### config.mk
export PLATFORM = sky130hd
export DESIGN_NAME = midi_channel_message_parser_flat
export DESIGN_NICKNAME = d
export VERILOG_FILES = /design/src/sv/mcmp_pkg.sv /design/src/sv/mcmp_if.sv /design/src/sv/midi_channel_message_parser.sv /design/src/flat_wrapper.sv
export SDC_FILE = /design/constraint.sdc
export NUM_CORES = 1
export LEC_CHECK = 0
export ABC_AREA = 1
export BUFFER_PORTS_ARGS = -buffer_cell sky130_fd_sc_hd__buf_2
export CORE_MARGIN = 5
export CORE_UTILIZATION = 60
export DETAILED_ROUTE_END_ITERATION = 6
export PLACE_DENSITY = 0.93
export SLEW_MARGIN = 20
export SYNTH_ARGS = -nofsm -noshare
export SYNTH_HDL_FRONTEND = slang
export SYNTH_SLANG_ARGS = --single-unit
### constraint.sdc
create_clock -name clk -period 3.3 [get_ports clk]
set_input_delay 0.33 -clock clk [delete_from_list [all_inputs] [get_ports clk]]
set_output_delay 0.33 -clock clk [all_outputs]
set_load 0.1 [all_outputs]
### src/sv/mcmp_pkg.sv
// Shared types and constants for the MIDI channel message parser.
package mcmp_pkg;

  // Result event kinds
  typedef enum logic [1:0] {
    KIND_NOTE_ON  = 2'd0,
    KIND_NOTE_OFF = 2'd1,
    KIND_CONTROL  = 2'd2
  } event_kind_t;

  // Special status bytes
  localparam logic [7:0] SYSEX_START  = 8'hF0;
  localparam logic [7:0] SYSEX_END    = 8'hF7;
  localparam logic [7:0] REALTIME_MIN = 8'hF8;
  localparam logic [7:0] NO_STATUS    = 8'h00;

  // Status high nibbles
  localparam logic [3:0] NIB_NOTE_OFF = 4'h8;
  localparam logic [3:0] NIB_NOTE_ON  = 4'h9;
  localparam logic [3:0] NIB_CONTROL  = 4'hB;
  localparam logic [3:0] NIB_PROGRAM  = 4'hC;
  localparam logic [3:0] NIB_PRESSURE = 4'hD;
  localparam logic [3:0] NIB_SYSTEM   = 4'hF;

endpackage

### src/sv/mcmp_if.sv
// Valid/ready channel interfaces for received bytes and parsed events.
interface mcmp_byte_if;
  logic       valid;
  logic       ready;
  logic [7:0] rx_byte;

  modport source (output valid, output rx_byte, input ready);
  modport sink   (input valid, input rx_byte, output ready);
endinterface

interface mcmp_event_if;
  logic                 valid;
  logic                 ready;
  mcmp_pkg::event_kind_t event_kind;
  logic [4:0]           channel_number;
  logic [6:0]           first_value;
  logic [6:0]           second_value;

  modport source (output valid, output event_kind, output channel_number,
                  output first_value, output second_value, input ready);
  modport sink   (input valid, input event_kind, input channel_number,
                  input first_value, input second_value, output ready);
endinterface

### src/sv/midi_channel_message_parser.sv
// MIDI channel message parser with running status: input register, decode, result register.
//
// Usage:
//   in_byte   carries one received MIDI byte per beat (valid/ready).
//   out_event carries one parsed note-on, note-off or control-change
//             event per beat: kind, channel 1..16, first and second value.
//   Real-time bytes are dropped, SysEx data is skipped until F7, and bytes
//   that complete no note or controller message give no event.
// Path: the byte that completes an event is held in the input register;
//   the decode stage then writes the event into the result register,
//   which drives out_event.
// Throughput: one byte per cycle while out_event is taken; the single
//   decode stage with its parser state registers sets this figure.
// Reset (rst_n low, synchronous): parser state clears to no status, no
//   running status, no pending data, not skipping; both stages empty.
// Stall: while a result waits on out_event the input register still takes
//   one more byte; the decode stage then holds until the result is taken.
module midi_channel_message_parser (
  input  logic                clk,
  input  logic                rst_n,
  mcmp_byte_if.sink           in_byte,
  mcmp_event_if.source        out_event
);

  // Input register
  logic       in_valid_r;
  logic [7:0] in_data_r;

  // Parser state
  logic [7:0] cur_status_r,  cur_status_nxt;
  logic [7:0] run_status_r,  run_status_nxt;
  logic       data_cnt_r,    data_cnt_nxt;
  logic [6:0] first_data_r,  first_data_nxt;
  logic       sysex_skip_r,  sysex_skip_nxt;

  // Result register
  logic                  out_valid_r;
  mcmp_pkg::event_kind_t kind_r, kind_nxt;
  logic [4:0]            chan_r, chan_nxt;
  logic [6:0]            val1_r, val1_nxt;
  logic [6:0]            val2_r, val2_nxt;

  logic       advance;
  logic       process;
  logic       emit;
  logic [7:0] cs;
  logic       cnt_eff;
  logic       need_two;
  logic [6:0] d1;
  logic [6:0] d2;
  logic       have_msg;

  // Advance the decode stage when the result register is free or drains
  assign advance = !out_valid_r || out_event.ready;
  assign process = in_valid_r && advance;
  assign in_byte.ready = !in_valid_r || advance;

  // Decode one byte and update parser state
  always_comb begin
    cur_status_nxt = cur_status_r;
    run_status_nxt = run_status_r;
    data_cnt_nxt   = data_cnt_r;
    first_data_nxt = first_data_r;
    sysex_skip_nxt = sysex_skip_r;
    emit           = 1'b0;
    kind_nxt       = mcmp_pkg::KIND_NOTE_ON;
    cs             = cur_status_r;
    cnt_eff        = data_cnt_r;
    need_two       = 1'b1;
    d1             = in_data_r[6:0];
    d2             = 7'd0;
    have_msg       = 1'b0;

    if (in_data_r[7]) begin
      // Status byte; drop real-time bytes
      if (in_data_r < mcmp_pkg::REALTIME_MIN) begin
        cur_status_nxt = in_data_r;
        data_cnt_nxt   = 1'b0;
        if (in_data_r[7:4] == mcmp_pkg::NIB_SYSTEM) begin
          if (in_data_r == mcmp_pkg::SYSEX_START) begin
            sysex_skip_nxt = 1'b1;
          end else if (in_data_r == mcmp_pkg::SYSEX_END) begin
            sysex_skip_nxt = 1'b0;
          end
        end else begin
          run_status_nxt = in_data_r;
        end
      end
    end else begin
      // Take up running status when no current status
      if (cur_status_r == mcmp_pkg::NO_STATUS &&
          run_status_r != mcmp_pkg::NO_STATUS) begin
        cs      = run_status_r;
        cnt_eff = 1'b0;
      end
      cur_status_nxt = cs;
      data_cnt_nxt   = cnt_eff;
      need_two = !(cs[7:4] == mcmp_pkg::NIB_PROGRAM ||
                   cs[7:4] == mcmp_pkg::NIB_PRESSURE);

      if (!sysex_skip_r && cs != mcmp_pkg::NO_STATUS) begin
        if (!cnt_eff) begin
          if (need_two) begin
            first_data_nxt = in_data_r[6:0];
            data_cnt_nxt   = 1'b1;
          end else begin
            d1       = in_data_r[6:0];
            d2       = 7'd0;
            have_msg = 1'b1;
          end
        end else begin
          d1           = first_data_r;
          d2           = need_two ? in_data_r[6:0] : 7'd0;
          data_cnt_nxt = 1'b0;
          have_msg     = 1'b1;
        end
      end

      // Classify the completed message
      if (have_msg) begin
        case (cs[7:4])
          mcmp_pkg::NIB_NOTE_ON: begin
            kind_nxt = (d2 == 7'd0) ? mcmp_pkg::KIND_NOTE_OFF : mcmp_pkg::KIND_NOTE_ON;
            emit     = 1'b1;
          end
          mcmp_pkg::NIB_NOTE_OFF: begin
            kind_nxt = mcmp_pkg::KIND_NOTE_OFF;
            emit     = 1'b1;
          end
          mcmp_pkg::NIB_CONTROL: begin
            kind_nxt = mcmp_pkg::KIND_CONTROL;
            emit     = 1'b1;
          end
          default: begin
            emit = 1'b0;
          end
        endcase
      end
    end

    chan_nxt = {1'b0, cs[3:0]} + 5'd1;
    val1_nxt = d1;
    val2_nxt = d2;
  end

  // Control registers
  always_ff @(posedge clk) begin
    if (!rst_n) begin
      in_valid_r   <= 1'b0;
      out_valid_r  <= 1'b0;
      cur_status_r <= mcmp_pkg::NO_STATUS;
      run_status_r <= mcmp_pkg::NO_STATUS;
      data_cnt_r   <= 1'b0;
      first_data_r <= 7'd0;
      sysex_skip_r <= 1'b0;
    end else begin
      // Hold the input register until the decode stage takes it
      if (in_byte.ready) begin
        in_valid_r <= in_byte.valid;
      end
      if (advance) begin
        out_valid_r <= process && emit;
      end
      if (process) begin
        cur_status_r <= cur_status_nxt;
        run_status_r <= run_status_nxt;
        data_cnt_r   <= data_cnt_nxt;
        first_data_r <= first_data_nxt;
        sysex_skip_r <= sysex_skip_nxt;
      end
    end
  end

  // Payload registers
  always_ff @(posedge clk) begin
    if (in_byte.ready && in_byte.valid) begin
      in_data_r <= in_byte.rx_byte;
    end
    if (process && emit) begin
      kind_r <= kind_nxt;
      chan_r <= chan_nxt;
      val1_r <= val1_nxt;
      val2_r <= val2_nxt;
    end
  end

  assign out_event.valid          = out_valid_r;
  assign out_event.event_kind     = kind_r;
  assign out_event.channel_number = chan_r;
  assign out_event.first_value    = val1_r;
  assign out_event.second_value   = val2_r;

endmodule

### src/flat_wrapper.sv
// flat-port wrapper written by rule: the top's interface ports become plain ports
module midi_channel_message_parser_flat 
  (clk, rst_n, in_byte_valid, in_byte_rx_byte, in_byte_ready, out_event_valid, out_event_event_kind, out_event_channel_number, out_event_first_value, out_event_second_value, out_event_ready);
  mcmp_byte_if in_byte_i ();
  mcmp_event_if out_event_i ();
  input  logic clk;
  input  logic rst_n;
  input wire logic [$bits(in_byte_i.valid)-1:0] in_byte_valid;
  input wire logic [$bits(in_byte_i.rx_byte)-1:0] in_byte_rx_byte;
  output wire logic [$bits(in_byte_i.ready)-1:0] in_byte_ready;
  output wire logic [$bits(out_event_i.valid)-1:0] out_event_valid;
  output wire logic [$bits(out_event_i.event_kind)-1:0] out_event_event_kind;
  output wire logic [$bits(out_event_i.channel_number)-1:0] out_event_channel_number;
  output wire logic [$bits(out_event_i.first_value)-1:0] out_event_first_value;
  output wire logic [$bits(out_event_i.second_value)-1:0] out_event_second_value;
  input wire logic [$bits(out_event_i.ready)-1:0] out_event_ready;
  assign in_byte_i.valid = in_byte_valid;
  assign in_byte_i.rx_byte = in_byte_rx_byte;
  assign in_byte_ready = in_byte_i.ready;
  assign out_event_valid = out_event_i.valid;
  assign out_event_event_kind = out_event_i.event_kind;
  assign out_event_channel_number = out_event_i.channel_number;
  assign out_event_first_value = out_event_i.first_value;
  assign out_event_second_value = out_event_i.second_value;
  assign out_event_i.ready = out_event_ready;
  midi_channel_message_parser u_core (.clk(clk), .rst_n(rst_n), .in_byte(in_byte_i), .out_event(out_event_i));
endmodule
==> impl_results.md <==
* First-pass GRT wire length at 9420 um
* Mapped Cells at 295
* Top Family by Delay on Critical Path: simple AND/OR/NAND/NOR gates
* Seq/Total Area, Yosys at 0.537
* Die footprint at 5800 um2
* Multi-input gate area at 1030 um2
* Top cell type's share of synthesized area at 0.332
* Die width at 76.2 um
* Synth Cell Area at 2630 um2
* CTS root buf: clkbuf_8
* Final Power at 1.44 mW
* Hold Path Class: in2reg
* Most area-consuming cells after synthesis: edfxtp_1 (33%), dfxtp_1 (21%), nand2_1 (9.4%), nand3_1 (6.1%), a21oi_1 (5.3%)
* Worst slew pin tran at 0.734 ns
* Final setup violation count at 0
* Initial antenna violation count at 0
* Yosys cell types at 29
* Adder-cell share of the synthesized area at 0.00476
* Dpl ws at 0.678 ns
* CP Cell Sequence: nor2_2 > nand2_2 > nor2_8 > nand2_4 > nand2_1 > nand2_1 > inv_2 > nand3_4 > nand2_1 > nand3_1 > inv_1 > nand2_1 > inv_1
* Synth area leader: edfxtp_1
* Count leader, synth: nand2_1
* Commonest cells in the netlist: nand2_1 (66), nand3_1 (32), edfxtp_1 (29), a21oi_1 (28), inv_1 (28)
* Clock Latency Late Sink at 0.31 ns
* Vias in the first global route at 2,049
* Starting Density at 0.612
* CP max FO at 21
* Tcrit/Tclk final at 0.818
* Unrepaired setup endpoints after global routing: false
* First-pass DRT Iterations at 5
* Die Ht at 76.2 um
* Crit path time final at 2.70 ns
* CTS tree: yes
* CP Launch Type: flop
* Largest family of logic cells by synthesized area: simple AND/OR/NAND/NOR gates
* Global route overflow at 0
* Post-synthesis simple-gate area fraction at 0.277
* Critical path's largest stage delay at 0.56 ns
* Clock sinks at 56
* TritonCTS buffer count at 5
* RD Place Congestion at 0.992
* Post-CTS Setup Bufs at 0
* DR vias at 2,178
* Metal2 WL at 2720 um
* Antenna-violating nets left at 0
* M1 WL at 2310 um
* Worst Path Arrival at 2.65 ns
* Worst Reg-to-Reg Cells at 13
* Max Fclk at 371 MHz
* Max-slew headroom at 0.510
* ANT cells at 0
* Leakage at 1.24 nW
* Maxcap violations at 0
* Final Hold Vio Count at 0
* Layout net count at 344
* Met3 routed WL at 546 um
* Post-synth EDFFs at 29
* CP most frequent cell: nand2_1
* Syn nets at 308
* Site Rows at 24
* Fin Setup TNS at 0 ns
* Clk_skew at 0.00902 ns
* Total wire length at 5760 um
* # fillers at 333
* WP buf/inv at 3
* Area Overhead vs Synth at 10.9%
* Required @ worst endpoint at 3.25 ns
* DRT iter0 DRCs at 206
* Post-layout worst setup margin at 0.602 ns
* Post-synthesis sequential element count at 56
* Post-Synth XOR/XNOR Area at 0.00667
* Multiplexer share of the synthesized area at 0
* Worst hold path depth at 1
* HP Start: in_byte_rx_byte[7]
* CP Capture Type: flop
* Core area at 4290 um2
* DRC errors left at 0
* Avg Vias per Cell at 5.67
* Max stage delay cell, worst path: inv_1
* Syn_area_per_cell at 8.90 um2
* Port Buf Inserts at 34
* Clk pin slew, worst setup/hold paths at 0.09 ns
* Post-CTS sizing at 0
* Reg area at 1410 um2
* Post-synthesis compound-gate area fraction at 0.104
* Crit path kind: reg2reg
* Synth async-reset ratio at 0
* Top_reg_cell synth: edfxtp_1
* CTS H-tree depth at 2
* # hold bufs at CTS at 0
* Wirelength per Cell at 15.0 um
* HPWL Detailed at 4200 um
* Crit. Startpoint: u_core.cur_status_r[4]
* Largest net degree at the start of global routing at 22
* R2r startpoint: u_core.cur_status_r[4]
* Highest routed layer: met4
* Layout cells sized above 1 at 0.226
* Max rail drop VDD at 0.000313 V
* Warnings from Yosys at 0
* Max Buffers Root-to-Sink at 2
* Final Max Tran Viols at 0
* # IOs at 35
* Crit path depth at 13
* GRT Total Usage at 0.200
* Pwr dens at 493 nW/um2
* Status: finished clean
-- final timing paths --
path | end | slack [ns]
worst max-delay path | u_core.out_event.event_kind[1] | 0.60
worst min-delay path | u_core.in_data_r[7] | 0.19
worst max register to register | u_core.out_event.event_kind[1] | 0.60
worst min register to register | u_core.first_data_r[1] | 0.47
-- worst register-to-register path, cell delays in order, from the launching register on --
cell     delay [ns]
dfxtp_1        0.34
nor2_2         0.12
nand2_2        0.09
nor2_8         0.19
nand2_4        0.12
nand2_1        0.08
nand2_1        0.08
inv_2          0.10
nand3_4        0.12
nand2_1        0.15
nand3_1        0.14
inv_1          0.11
nand2_1        0.11
inv_1          0.57
-- flip-flops by register name, summed over array words and instances, names as in the netlist --
| signal | flops |
|---|---|
| u_core.cur_status_r | 8 |
| u_core.data_cnt_r | 1 |
| u_core.first_data_r | 7 |
| u_core.in_data_r | 8 |
| u_core.in_valid_r | 1 |
| u_core.out_event.channel_number | 5 |
| u_core.out_event.event_kind | 2 |
| u_core.out_event.first_value | 7 |
| u_core.out_event.second_value | 7 |
| u_core.out_event.valid | 1 |
| u_core.run_status_r | 8 |
| u_core.sysex_skip_r | 1 |
-- layout by cell type, fill, tap and decap left out, types with 7 or more instances in the layout --
cell type | Yosys | routed
dfxtp_1 | 27 | 27
nand3_1 | 32 | 32
a21oi_1 | 28 | 28
o21ai_0 | 13 | 13
inv_2 | 7 | 7
edfxtp_1 | 29 | 29
buf_2 | 2 | 34
nand2_2 | 8 | 8
inv_1 | 28 | 28
nand2_1 | 66 | 66
nor2_2 | 10 | 10
nor2_1 | 10 | 10
-- stage by stage --
step           instances  area, um2   util  hold WS (ns)
2_1_floorplan        295       2630      -         0.429
3_3_place_gp         376       2830  0.659         0.450
3_5_place_dp         376       2830  0.659         0.457
4_1_cts              384       2910  0.678         0.184
5_1_grt              384       2910  0.678         0.169
6_report             384       2910  0.678         0.187
-- per-layer routing --
metal | global-route usage | vias to the layer above
li1 | - | 1055
met1 | 0.245 | 981
met3 | 0.0520 | 24
met5 | 0 | -
met2 | 0.325 | 118
met4 | 0.101 | 0
-- area by class of cell --
class                      count  area share
clock buffer                   7      0.0262
clock inverter                 1     0.00301
inverter                      38      0.0490
multi-input combinational    195       0.354
sequential                    56       0.485
tap                           52      0.0223
timing repair buffer          35      0.0610
-- kinds of logic (layout without fill, tap and decap cells) --
| group | count (synthesis) | count (layout) |
|---|---|---|
| compound gates | 49 | 49 |
| xor+xnor | 2 | 2 |
| fa+ha+maj | 1 | 1 |
| buf+inv | 44 | 81 |
| flops | 56 | 56 |
| simple gates | 143 | 143 |
-- power by group --
group          total (mW)  leakage, nW  switching (mW)  internal, mW
sequential          0.794        0.483          0.0303         0.763
combinational       0.282        0.710           0.198        0.0840
clock               0.360       0.0424           0.208         0.152
total                1.44         1.24           0.436         0.999
Power figures use the tool's default switching activity.
